## src/rtl/goldbach_prime_pair_search_assert.svh

```systemverilog
// Assertion helpers shared by the goldbach pair search modules.
`ifndef GOLDBACH_PRIME_PAIR_SEARCH_ASSERT_SVH
`define GOLDBACH_PRIME_PAIR_SEARCH_ASSERT_SVH

// Same-cycle implication, disabled while reset is high.
`define GPPS_ASSERT_NOW(label, clk, rst, ante, cons) \
  label: assert property (@(posedge clk) disable iff (rst) (ante) |-> (cons)) \
    else $error("assertion failed in goldbach pair search");

// Next-cycle implication, disabled while reset is high.
`define GPPS_ASSERT_NEXT(label, clk, rst, ante, cons) \
  label: assert property (@(posedge clk) disable iff (rst) (ante) |=> (cons)) \
    else $error("assertion failed in goldbach pair search");

`endif

```

## src/rtl/gpps_pkg.sv

```systemverilog
`timescale 1ns / 1ps

package gpps_pkg;

  // Width of the number and prime fields on the ports.
  localparam int VALUE_W  = 16;
  localparam int STATUS_W = 2;

  typedef logic [STATUS_W-1:0] status_t;

  localparam status_t ST_OK        = 2'd0;
  localparam status_t ST_BAD_INPUT = 2'd1;
  localparam status_t ST_NO_PAIR   = 2'd2;

  // Commands from the controller to the datapath.
  typedef struct packed {
    logic    load_n;
    logic    init_p;
    logic    inc_p;
    logic    load_v;
    logic    sel_partner;
    logic    init_d;
    logic    step_d;
    logic    rem_start;
    logic    load_out;
    status_t code;
  } cmd_t;

  // Status from the datapath to the controller.
  typedef struct packed {
    logic n_bad;
    logic p_over;
    logic v_lt2;
    logic v_lt4;
    logic v_even;
    logic sq_over;
    logic rem_done;
    logic rem_zero;
  } sts_t;

endpackage

```

## src/rtl/gpps_if.sv

```systemverilog
`timescale 1ns / 1ps

// Channel carrying one number to split.
interface gpps_num_if;
  logic                          valid;
  logic                          ready;
  logic [gpps_pkg::VALUE_W-1:0]  even_number;

  modport source (output valid, output even_number, input ready);
  modport sink (input valid, input even_number, output ready);
endinterface

// Channel carrying one prime pair result.
interface gpps_pair_if;
  logic                          valid;
  logic                          ready;
  logic [gpps_pkg::VALUE_W-1:0]  smaller_prime;
  logic [gpps_pkg::VALUE_W-1:0]  larger_prime;
  gpps_pkg::status_t             status;

  modport source (output valid, output smaller_prime, output larger_prime,
                  output status, input ready);
  modport sink (input valid, input smaller_prime, input larger_prime,
                input status, output ready);
endinterface

```

## src/rtl/gpps_rem.sv

```systemverilog
`timescale 1ns / 1ps
`include "goldbach_prime_pair_search_assert.svh"

// Iterative restoring remainder: one dividend bit per cycle.
module gpps_rem #(
  parameter int NB = 16
) (
  input  logic          clk,
  input  logic          rst,
  input  logic          start,
  input  logic [NB-1:0] dividend,
  input  logic [NB-1:0] divisor,
  output logic          done,
  output logic [NB-1:0] rem
);

  localparam int CW = $clog2(NB);

  logic          busy;
  logic [CW-1:0] cnt;
  logic [NB-1:0] sh;
  logic [NB:0]   shifted;
  logic [NB:0]   diff;
  logic [NB-1:0] rem_next;

  // One restoring step: bring in the next dividend bit, subtract if it fits.
  always_comb begin
    shifted  = {rem, sh[NB-1]};
    diff     = shifted - {1'b0, divisor};
    rem_next = (shifted >= {1'b0, divisor}) ? diff[NB-1:0] : shifted[NB-1:0];
  end

  always_ff @(posedge clk) begin
    if (rst) begin
      busy <= 1'b0;
      done <= 1'b0;
    end else begin
      done <= 1'b0;
      if (start) begin
        busy <= 1'b1;
        cnt  <= CW'(NB - 1);
        rem  <= '0;
        sh   <= dividend;
      end else if (busy) begin
        rem <= rem_next;
        sh  <= sh << 1;
        if (cnt == '0) begin
          busy <= 1'b0;
          done <= 1'b1;
        end else begin
          cnt <= cnt - 1'b1;
        end
      end
    end
  end

  // A new division must not start on top of one in progress.
  `GPPS_ASSERT_NOW(a_no_restart, clk, rst, start, !busy)

endmodule

```

## src/rtl/gpps_datapath.sv

```systemverilog
`timescale 1ns / 1ps
`include "goldbach_prime_pair_search_assert.svh"

// Registers for the number, the candidate, the value under test and the divisor.
module gpps_datapath #(
  parameter int NB = 16
) (
  input  logic                          clk,
  input  logic                          rst,
  input  gpps_pkg::cmd_t                cmd,
  input  logic [gpps_pkg::VALUE_W-1:0]  even_number,
  output gpps_pkg::sts_t                sts,
  output logic [gpps_pkg::VALUE_W-1:0]  smaller_prime,
  output logic [gpps_pkg::VALUE_W-1:0]  larger_prime,
  output gpps_pkg::status_t             status
);

  localparam int SW = NB + 3;

  logic [NB-1:0] n;
  logic [NB-1:0] p;
  logic [NB-1:0] v;
  logic [NB-1:0] d;
  logic [SW-1:0] dsq;
  logic [NB-1:0] partner;
  logic [NB-1:0] rem;
  logic          rem_done;

  assign partner = n - p;

  gpps_rem #(.NB(NB)) u_rem (
    .clk      (clk),
    .rst      (rst),
    .start    (cmd.rem_start),
    .dividend (v),
    .divisor  (d),
    .done     (rem_done),
    .rem      (rem)
  );

  // Working registers, stepped by the controller.
  always_ff @(posedge clk) begin
    if (cmd.load_n) begin
      n <= even_number[NB-1:0];
    end
    if (cmd.init_p) begin
      p <= NB'(2);
    end else if (cmd.inc_p) begin
      p <= p + 1'b1;
    end
    if (cmd.load_v) begin
      v <= cmd.sel_partner ? partner : p;
    end
    // The square of the divisor follows it: (d+2)^2 = d^2 + 4d + 4.
    if (cmd.init_d) begin
      d   <= NB'(3);
      dsq <= SW'(9);
    end else if (cmd.step_d) begin
      d   <= d + NB'(2);
      dsq <= dsq + {1'b0, d, 2'b00} + SW'(4);
    end
  end

  // Result register; primes are zero unless a pair was found.
  always_ff @(posedge clk) begin
    if (cmd.load_out) begin
      status <= cmd.code;
      if (cmd.code == gpps_pkg::ST_OK) begin
        smaller_prime <= gpps_pkg::VALUE_W'(p);
        larger_prime  <= gpps_pkg::VALUE_W'(partner);
      end else begin
        smaller_prime <= '0;
        larger_prime  <= '0;
      end
    end
  end

  // Status flags for the controller.
  always_comb begin
    sts.n_bad    = (n <= NB'(2)) || n[0];
    sts.p_over   = p > (n >> 1);
    sts.v_lt2    = v < NB'(2);
    sts.v_lt4    = v < NB'(4);
    sts.v_even   = !v[0];
    sts.sq_over  = dsq > {3'b000, v};
    sts.rem_done = rem_done;
    sts.rem_zero = (rem == '0);
  end

  // A reported pair is always ordered.
  `GPPS_ASSERT_NOW(a_pair_order, clk, rst,
                   cmd.load_out && (cmd.code == gpps_pkg::ST_OK), p <= partner)

endmodule

```

## src/rtl/gpps_ctrl.sv

```systemverilog
`timescale 1ns / 1ps
`include "goldbach_prime_pair_search_assert.svh"

// Sequencer for the candidate scan and the trial-division prime test.
module gpps_ctrl (
  input  logic           clk,
  input  logic           rst,
  input  logic           in_valid,
  output logic           in_ready,
  output logic           out_valid,
  input  logic           out_ready,
  input  gpps_pkg::sts_t sts,
  output gpps_pkg::cmd_t cmd
);

  typedef enum logic [2:0] {
    S_IDLE,
    S_CHECK,
    S_CAND,
    S_PRIME_START,
    S_SQ_CHECK,
    S_REM_WAIT,
    S_DONE
  } state_t;

  state_t            state;
  state_t            state_next;
  logic              phase;
  logic              phase_next;
  gpps_pkg::status_t code;
  gpps_pkg::status_t code_next;
  logic              out_valid_next;
  logic              prime_yes;
  logic              prime_no;

  assign in_ready = (state == S_IDLE);

  // Next state and commands.
  always_comb begin
    state_next = state;
    phase_next = phase;
    code_next  = code;
    prime_yes  = 1'b0;
    prime_no   = 1'b0;
    cmd        = '0;
    cmd.code   = code;

    case (state)
      S_IDLE: begin
        if (in_valid) begin
          cmd.load_n = 1'b1;
          state_next = S_CHECK;
        end
      end
      S_CHECK: begin
        if (sts.n_bad) begin
          code_next  = gpps_pkg::ST_BAD_INPUT;
          state_next = S_DONE;
        end else begin
          cmd.init_p = 1'b1;
          state_next = S_CAND;
        end
      end
      S_CAND: begin
        if (sts.p_over) begin
          code_next  = gpps_pkg::ST_NO_PAIR;
          state_next = S_DONE;
        end else begin
          cmd.load_v = 1'b1;
          phase_next = 1'b0;
          state_next = S_PRIME_START;
        end
      end
      S_PRIME_START: begin
        if (sts.v_lt2) begin
          prime_no = 1'b1;
        end else if (sts.v_lt4) begin
          prime_yes = 1'b1;
        end else if (sts.v_even) begin
          prime_no = 1'b1;
        end else begin
          cmd.init_d = 1'b1;
          state_next = S_SQ_CHECK;
        end
      end
      S_SQ_CHECK: begin
        if (sts.sq_over) begin
          prime_yes = 1'b1;
        end else begin
          cmd.rem_start = 1'b1;
          state_next    = S_REM_WAIT;
        end
      end
      S_REM_WAIT: begin
        if (sts.rem_done) begin
          if (sts.rem_zero) begin
            prime_no = 1'b1;
          end else begin
            cmd.step_d = 1'b1;
            state_next = S_SQ_CHECK;
          end
        end
      end
      S_DONE: begin
        if (!out_valid || out_ready) begin
          cmd.load_out = 1'b1;
          state_next   = S_IDLE;
        end
      end
      default: begin
        state_next = S_IDLE;
      end
    endcase

    // Outcome of one prime test: test the partner, report, or move on.
    if (prime_yes) begin
      if (!phase) begin
        cmd.load_v      = 1'b1;
        cmd.sel_partner = 1'b1;
        phase_next      = 1'b1;
        state_next      = S_PRIME_START;
      end else begin
        code_next  = gpps_pkg::ST_OK;
        state_next = S_DONE;
      end
    end else if (prime_no) begin
      cmd.inc_p  = 1'b1;
      state_next = S_CAND;
    end

    out_valid_next = cmd.load_out || (out_valid && !out_ready);
  end

  // State and registered outputs.
  always_ff @(posedge clk) begin
    if (rst) begin
      state     <= S_IDLE;
      phase     <= 1'b0;
      code      <= gpps_pkg::ST_OK;
      out_valid <= 1'b0;
    end else begin
      state     <= state_next;
      phase     <= phase_next;
      code      <= code_next;
      out_valid <= out_valid_next;
    end
  end

  // The result register is never overwritten while a result still waits.
  `GPPS_ASSERT_NOW(a_no_overwrite, clk, rst, cmd.load_out, !out_valid || out_ready)
  // A finished division is only reported while the controller waits for it.
  `GPPS_ASSERT_NOW(a_rem_in_wait, clk, rst, sts.rem_done, state == S_REM_WAIT)
  // An accepted number always starts a search.
  `GPPS_ASSERT_NEXT(a_accept_leaves_idle, clk, rst, in_valid && in_ready,
                    state == S_CHECK)

endmodule

```

## src/rtl/goldbach_prime_pair_search.sv

```systemverilog
`timescale 1ns / 1ps
// Channel  Role    Payload
// number   sink    even_number[15:0]
// pair     source  smaller_prime[15:0], larger_prime[15:0], status[1:0]
//
// One number is taken at a time; a rejected number goes from S_CHECK to S_DONE, and its
// result is offered once the output register is free. Each candidate needs, per odd trial
// divisor up to the square root, one remainder from the bit-serial remainder unit
// (NB = min(VALUE_BITS, 16)); the total depends on the number.
// Reset is synchronous and clears the sequencer and the result valid flag.
// A finished result waits in the output register while the next number is taken.
module goldbach_prime_pair_search #(
  parameter int VALUE_BITS = 16
) (
  input  logic       clk,
  input  logic       rst,
  gpps_num_if.sink   number,
  gpps_pair_if.source pair
);

  localparam int NB = (VALUE_BITS < gpps_pkg::VALUE_W) ? VALUE_BITS : gpps_pkg::VALUE_W;

  gpps_pkg::cmd_t cmd;
  gpps_pkg::sts_t sts;

  gpps_ctrl u_ctrl (
    .clk       (clk),
    .rst       (rst),
    .in_valid  (number.valid),
    .in_ready  (number.ready),
    .out_valid (pair.valid),
    .out_ready (pair.ready),
    .sts       (sts),
    .cmd       (cmd)
  );

  gpps_datapath #(.NB(NB)) u_datapath (
    .clk           (clk),
    .rst           (rst),
    .cmd           (cmd),
    .even_number   (number.even_number),
    .sts           (sts),
    .smaller_prime (pair.smaller_prime),
    .larger_prime  (pair.larger_prime),
    .status        (pair.status)
  );

endmodule

```

## src/flat_wrapper.sv

```systemverilog
// flat-port wrapper written by rule: the top's interface ports become plain ports
module goldbach_prime_pair_search_flat 
#(
  parameter int VALUE_BITS = 16
)
  (clk, rst, number_valid, number_even_number, number_ready, pair_valid, pair_smaller_prime, pair_larger_prime, pair_status, pair_ready);
  gpps_num_if number_i ();
  gpps_pair_if pair_i ();
  input  logic clk;
  input  logic rst;
  input wire logic [$bits(number_i.valid)-1:0] number_valid;
  input wire logic [$bits(number_i.even_number)-1:0] number_even_number;
  output wire logic [$bits(number_i.ready)-1:0] number_ready;
  output wire logic [$bits(pair_i.valid)-1:0] pair_valid;
  output wire logic [$bits(pair_i.smaller_prime)-1:0] pair_smaller_prime;
  output wire logic [$bits(pair_i.larger_prime)-1:0] pair_larger_prime;
  output wire logic [$bits(pair_i.status)-1:0] pair_status;
  input wire logic [$bits(pair_i.ready)-1:0] pair_ready;
  assign number_i.valid = number_valid;
  assign number_i.even_number = number_even_number;
  assign number_ready = number_i.ready;
  assign pair_valid = pair_i.valid;
  assign pair_smaller_prime = pair_i.smaller_prime;
  assign pair_larger_prime = pair_i.larger_prime;
  assign pair_status = pair_i.status;
  assign pair_i.ready = pair_ready;
  goldbach_prime_pair_search #(.VALUE_BITS(VALUE_BITS)) u_core (.clk(clk), .rst(rst), .number(number_i), .pair(pair_i));
endmodule
```

## config.mk

```make
export PLATFORM = sky130hd
export DESIGN_NAME = goldbach_prime_pair_search_flat
export DESIGN_NICKNAME = d
export VERILOG_FILES = /design/src/rtl/gpps_pkg.sv /design/src/rtl/gpps_if.sv /design/src/rtl/gpps_rem.sv /design/src/rtl/gpps_datapath.sv /design/src/rtl/gpps_ctrl.sv /design/src/rtl/goldbach_prime_pair_search.sv /design/src/flat_wrapper.sv
export VERILOG_INCLUDE_DIRS = /design/src /design/src/rtl
export SDC_FILE = /design/constraint.sdc
export NUM_CORES = 1
export LEC_CHECK = 0
export BUFFER_PORTS_ARGS = -buffer_cell sky130_fd_sc_hd__buf_2
export CAP_MARGIN = 30
export CORE_AREA = 3 3 200 202
export DETAILED_ROUTE_END_ITERATION = 10
export DIE_AREA = 0 0 203 205
export SLEW_MARGIN = 20
export SYNTH_ARGS = -nofsm -noshare
export SYNTH_HDL_FRONTEND = slang
export SYNTH_SLANG_ARGS = --single-unit
```

## constraint.sdc

```tcl
create_clock -name clk -period 11.38 [get_ports clk]
set_clock_uncertainty 0.15 [all_clocks]
set_input_delay 0.569 -clock clk [delete_from_list [all_inputs] [get_ports clk]]
set_output_delay 0.569 -clock clk [all_outputs]
set_load 0.1 [all_outputs]
```

==> flow_metrics.py <==
metrics = {
    "synth": {
        "avgSynthCellArea_um2": 10.1,
        "synth_flop_cell": "edfxtp_1",
        "ys_ff_latch": 158,
        "synth_top_area_cell": "edfxtp_1",
        "syn_inst": 941,
        "yosysSeqAreaShare_pct": 43.9,
        "synth_cell_type_count": 70,
        "ys_warn_count": 0,
        "netlist_area_um2": 9530,
        "async_flop_share_pct": 0,
        "synth.top_cell.area_share_pct": 32.2,
        "synth-edff-count": 102,
        "syn-num-nets": 1055,
        "synth.area.top_cells": "edfxtp_1, ha_1, dfxtp_1, xnor2_1, nor2_1",
    },
    "critical_path": {
        "end_kind": "register",
        "cp_max_fo": 38,
        "worstPathArrival_ns": 3.19,
        "cp.required_ns": 11.32,
        "critPathKind": "register to register",
        "cp-start-kind": "register",
        "r2r_setup_slack_ns": 8.12,
    },
    "detailed_routing": {
        "drt_pre_antenna_iters": 4,
        "route.detailed.drc": 0,
        "drt_iter0_drc": 336,
        "vias": 7062,
        "vias_per_cell": 4.61,
        "route.detailed.wl_per_inst_um": 15.0,
        "routed_wirelength_um": 22900,
        "ant_nets": 0,
    },
    "sta": {
        "setup_violations": 0,
        "slew_headroom_pct": 39.6,
        "hold_viol": 0,
        "fin_crit_ns": 3.26,
        "min_period_over_period_pct": 28.6,
        "max_freq_ghz": 0.307,
        "setup_tns_ns": 0,
        "rsz0062_at_grt": "false",
        "tightestPinTransition_ns": 0.900,
        "drv_slew": 0,
    },
    "power_and_ir_drop": {
        "leakage_uw": 0.00441,
        "vdd_drop_max_v": 0.000190,
        "pwr_density_cell_nw_per_um2": 227,
    },
    "place": {
        "gp_congestion": 0.886,
        "hpwlAfterDp_um": 17500,
        "place_area_um2": 10400,
        "port_buffers": 55,
    },
    "cells_and_area": {
        "n_fill_cell": 3998,
        "syn_to_final_growth_pct": 15.7,
        "final_cell_mix": "nor2_1, edfxtp_1, ha_1, inv_1, a21oi_1",
        "n_antenna_cell": 0,
        "design_area_um2": 11000,
        "nets": 1114,
        "layout-drive-gt1-share_pct": 14.0,
    },
    "grt": {
        "antenna_found_initial": 0,
        "grt_max_degree": 39,
        "overflow": 0,
        "grt.total_usage_pct": 11.1,
        "grt_pass1_wl_um": 36400,
        "grt_pass1_vias": 6895,
    },
    "clocking": {
        "clkTransAtPathRegs_ns": 0.07,
        "clkSinkCount": 158,
        "hold_buffers": 0,
        "cts-buffers-inserted": 17,
        "cts_tree": "yes",
        "clk_latency_ns": 0.43,
        "htree_levels": 4,
        "post_cts_buffers": 0,
        "cts_resized": 0,
        "cts-root-buf": "clkbuf_16",
        "clk_path_buf_depth": 2,
    },
    "floorplanning": {
        "initial_core_util_pct": 24.8,
        "rows": 72,
        "core_area_um2": 38500,
        "fp.dieH_um": 205,
        "num_io_pins": 56,
        "fp.dieW_um": 203,
        "fp.dieArea_um2": 41600,
    },
    "flow_run": {
        "maxCapViolations": 0,
    },
    "status": {
        "outcome": "finished clean",
    },
    "worst_hold_path": {
        "hold_path.class": "input pin to register",
    },
}
[flip-flops by register name (all words and copies together) (netlist names)]
signal and count:
u_core.u_ctrl.phase 1, u_core.u_ctrl.state 3, u_core.u_datapath.larger_prime 16, u_core.u_datapath.u_rem.rem 16
u_core.u_datapath.u_rem.done 1, u_core.u_datapath.status 2, u_core.u_datapath.u_rem.cnt 4, u_core.u_datapath.p 16
u_core.u_datapath.u_rem.busy 1, u_core.u_datapath.smaller_prime 16, u_core.u_ctrl.out_valid 1, u_core.u_datapath.n 16
u_core.u_datapath.d 15, u_core.u_datapath.dsq 16, u_core.u_datapath.v 16, u_core.u_datapath.u_rem.sh 16
u_core.u_ctrl.code 2
[Yosys cell counts, drive strengths merged, types with 7 or more instances]
cell	count
nand3	22
o21a	10
mux2i	11
and2	17
nor2	104
and3	9
xor2	16
o211ai	7
a21o	14
inv	74
edfxtp	102
nor3	23
a211oi	11
dfxtp	56
nand4	21
ha	91
xnor2	48
nand2b	15
mux2	28
clkbuf	15
nand2	50
o21ai	31
buf	9
nor2b	10
a21oi	59
nor4	17
[final timing paths]
kind,end,cells after the start,from
min reg2reg,u_core.u_datapath.status[0],0,u_core.u_ctrl.code[0]
max,u_core.u_datapath.u_rem.rem[1],11,u_core.u_datapath.v[4]
min,u_core.u_datapath.n[1],1,number_even_number[1]
max reg2reg,u_core.u_datapath.u_rem.rem[1],11,u_core.u_datapath.v[4]
[cell families after synthesis]
kind of cell,synth area share (%)
compound gates,12.2
simple gates,16.6
mux,4.66
buf+inv,4.12
flops,43.9
xor+xnor,5.88
fa+ha+maj,12.6
[where the power goes]
group / total, µW / internal, µW / switching (µW) / leakage (µW)
sequential: 901 / 793 / 108 / 0.00139
clock: 566 / 295 / 270 / 0.000286
combinational: 1030 / 392 / 640 / 0.00273
total: 2500 / 1480 / 1020 / 0.00441
[worst max-delay path: stages (launching register included)]
cell and delay (ns):
edfxtp_1 0.47, inv_1 0.09, ha_1 0.23, a211oi_1 0.24, nor2_1 0.08, o31ai_1 0.40
nand2_1 0.15, a21oi_2 0.15, buf_4 0.38, nor2_1 0.09, nor2_2 0.09, buf_4 0.37
[stage by stage]
stage,cells,utilization [%],hold slack [ns],setup WS [ns],power [µW]
after floorplan,941,-,0.296,7.53,1680
after global placement,1497,27.1,0.313,8.22,1920
after detailed placement,1497,27.1,0.319,8.14,1930
after CTS,1529,28.6,0.131,8.12,2510
after global routing,1531,28.7,0.128,7.89,2670
final,1531,28.7,0.153,8.12,2500
[metal layers]
| metal | global-route usage [%] | vias to the layer above | wire (µm) |
|---|---|---|---|
| li1 | - | 3537 | - |
| met1 | 14.5 | 3354 | 10700 |
| met2 | 18.2 | 149 | 10900 |
| met3 | 2.43 | 22 | 978 |
| met4 | 3.32 | 0 | 294 |
| met5 | 0 | - | 0 |
[cell type report]
cell class	count	area, µm²	share of cell area [%]
clock buffer	17	425	3.86
clock inverter	15	160	1.45
inverter	74	278	2.52
multi-input combinational	685	4980	45.1
sequential	158	4180	37.9
tap	518	648	5.88
timing repair buffer	64	355	3.22
Power figures use the tool's default switching activity.
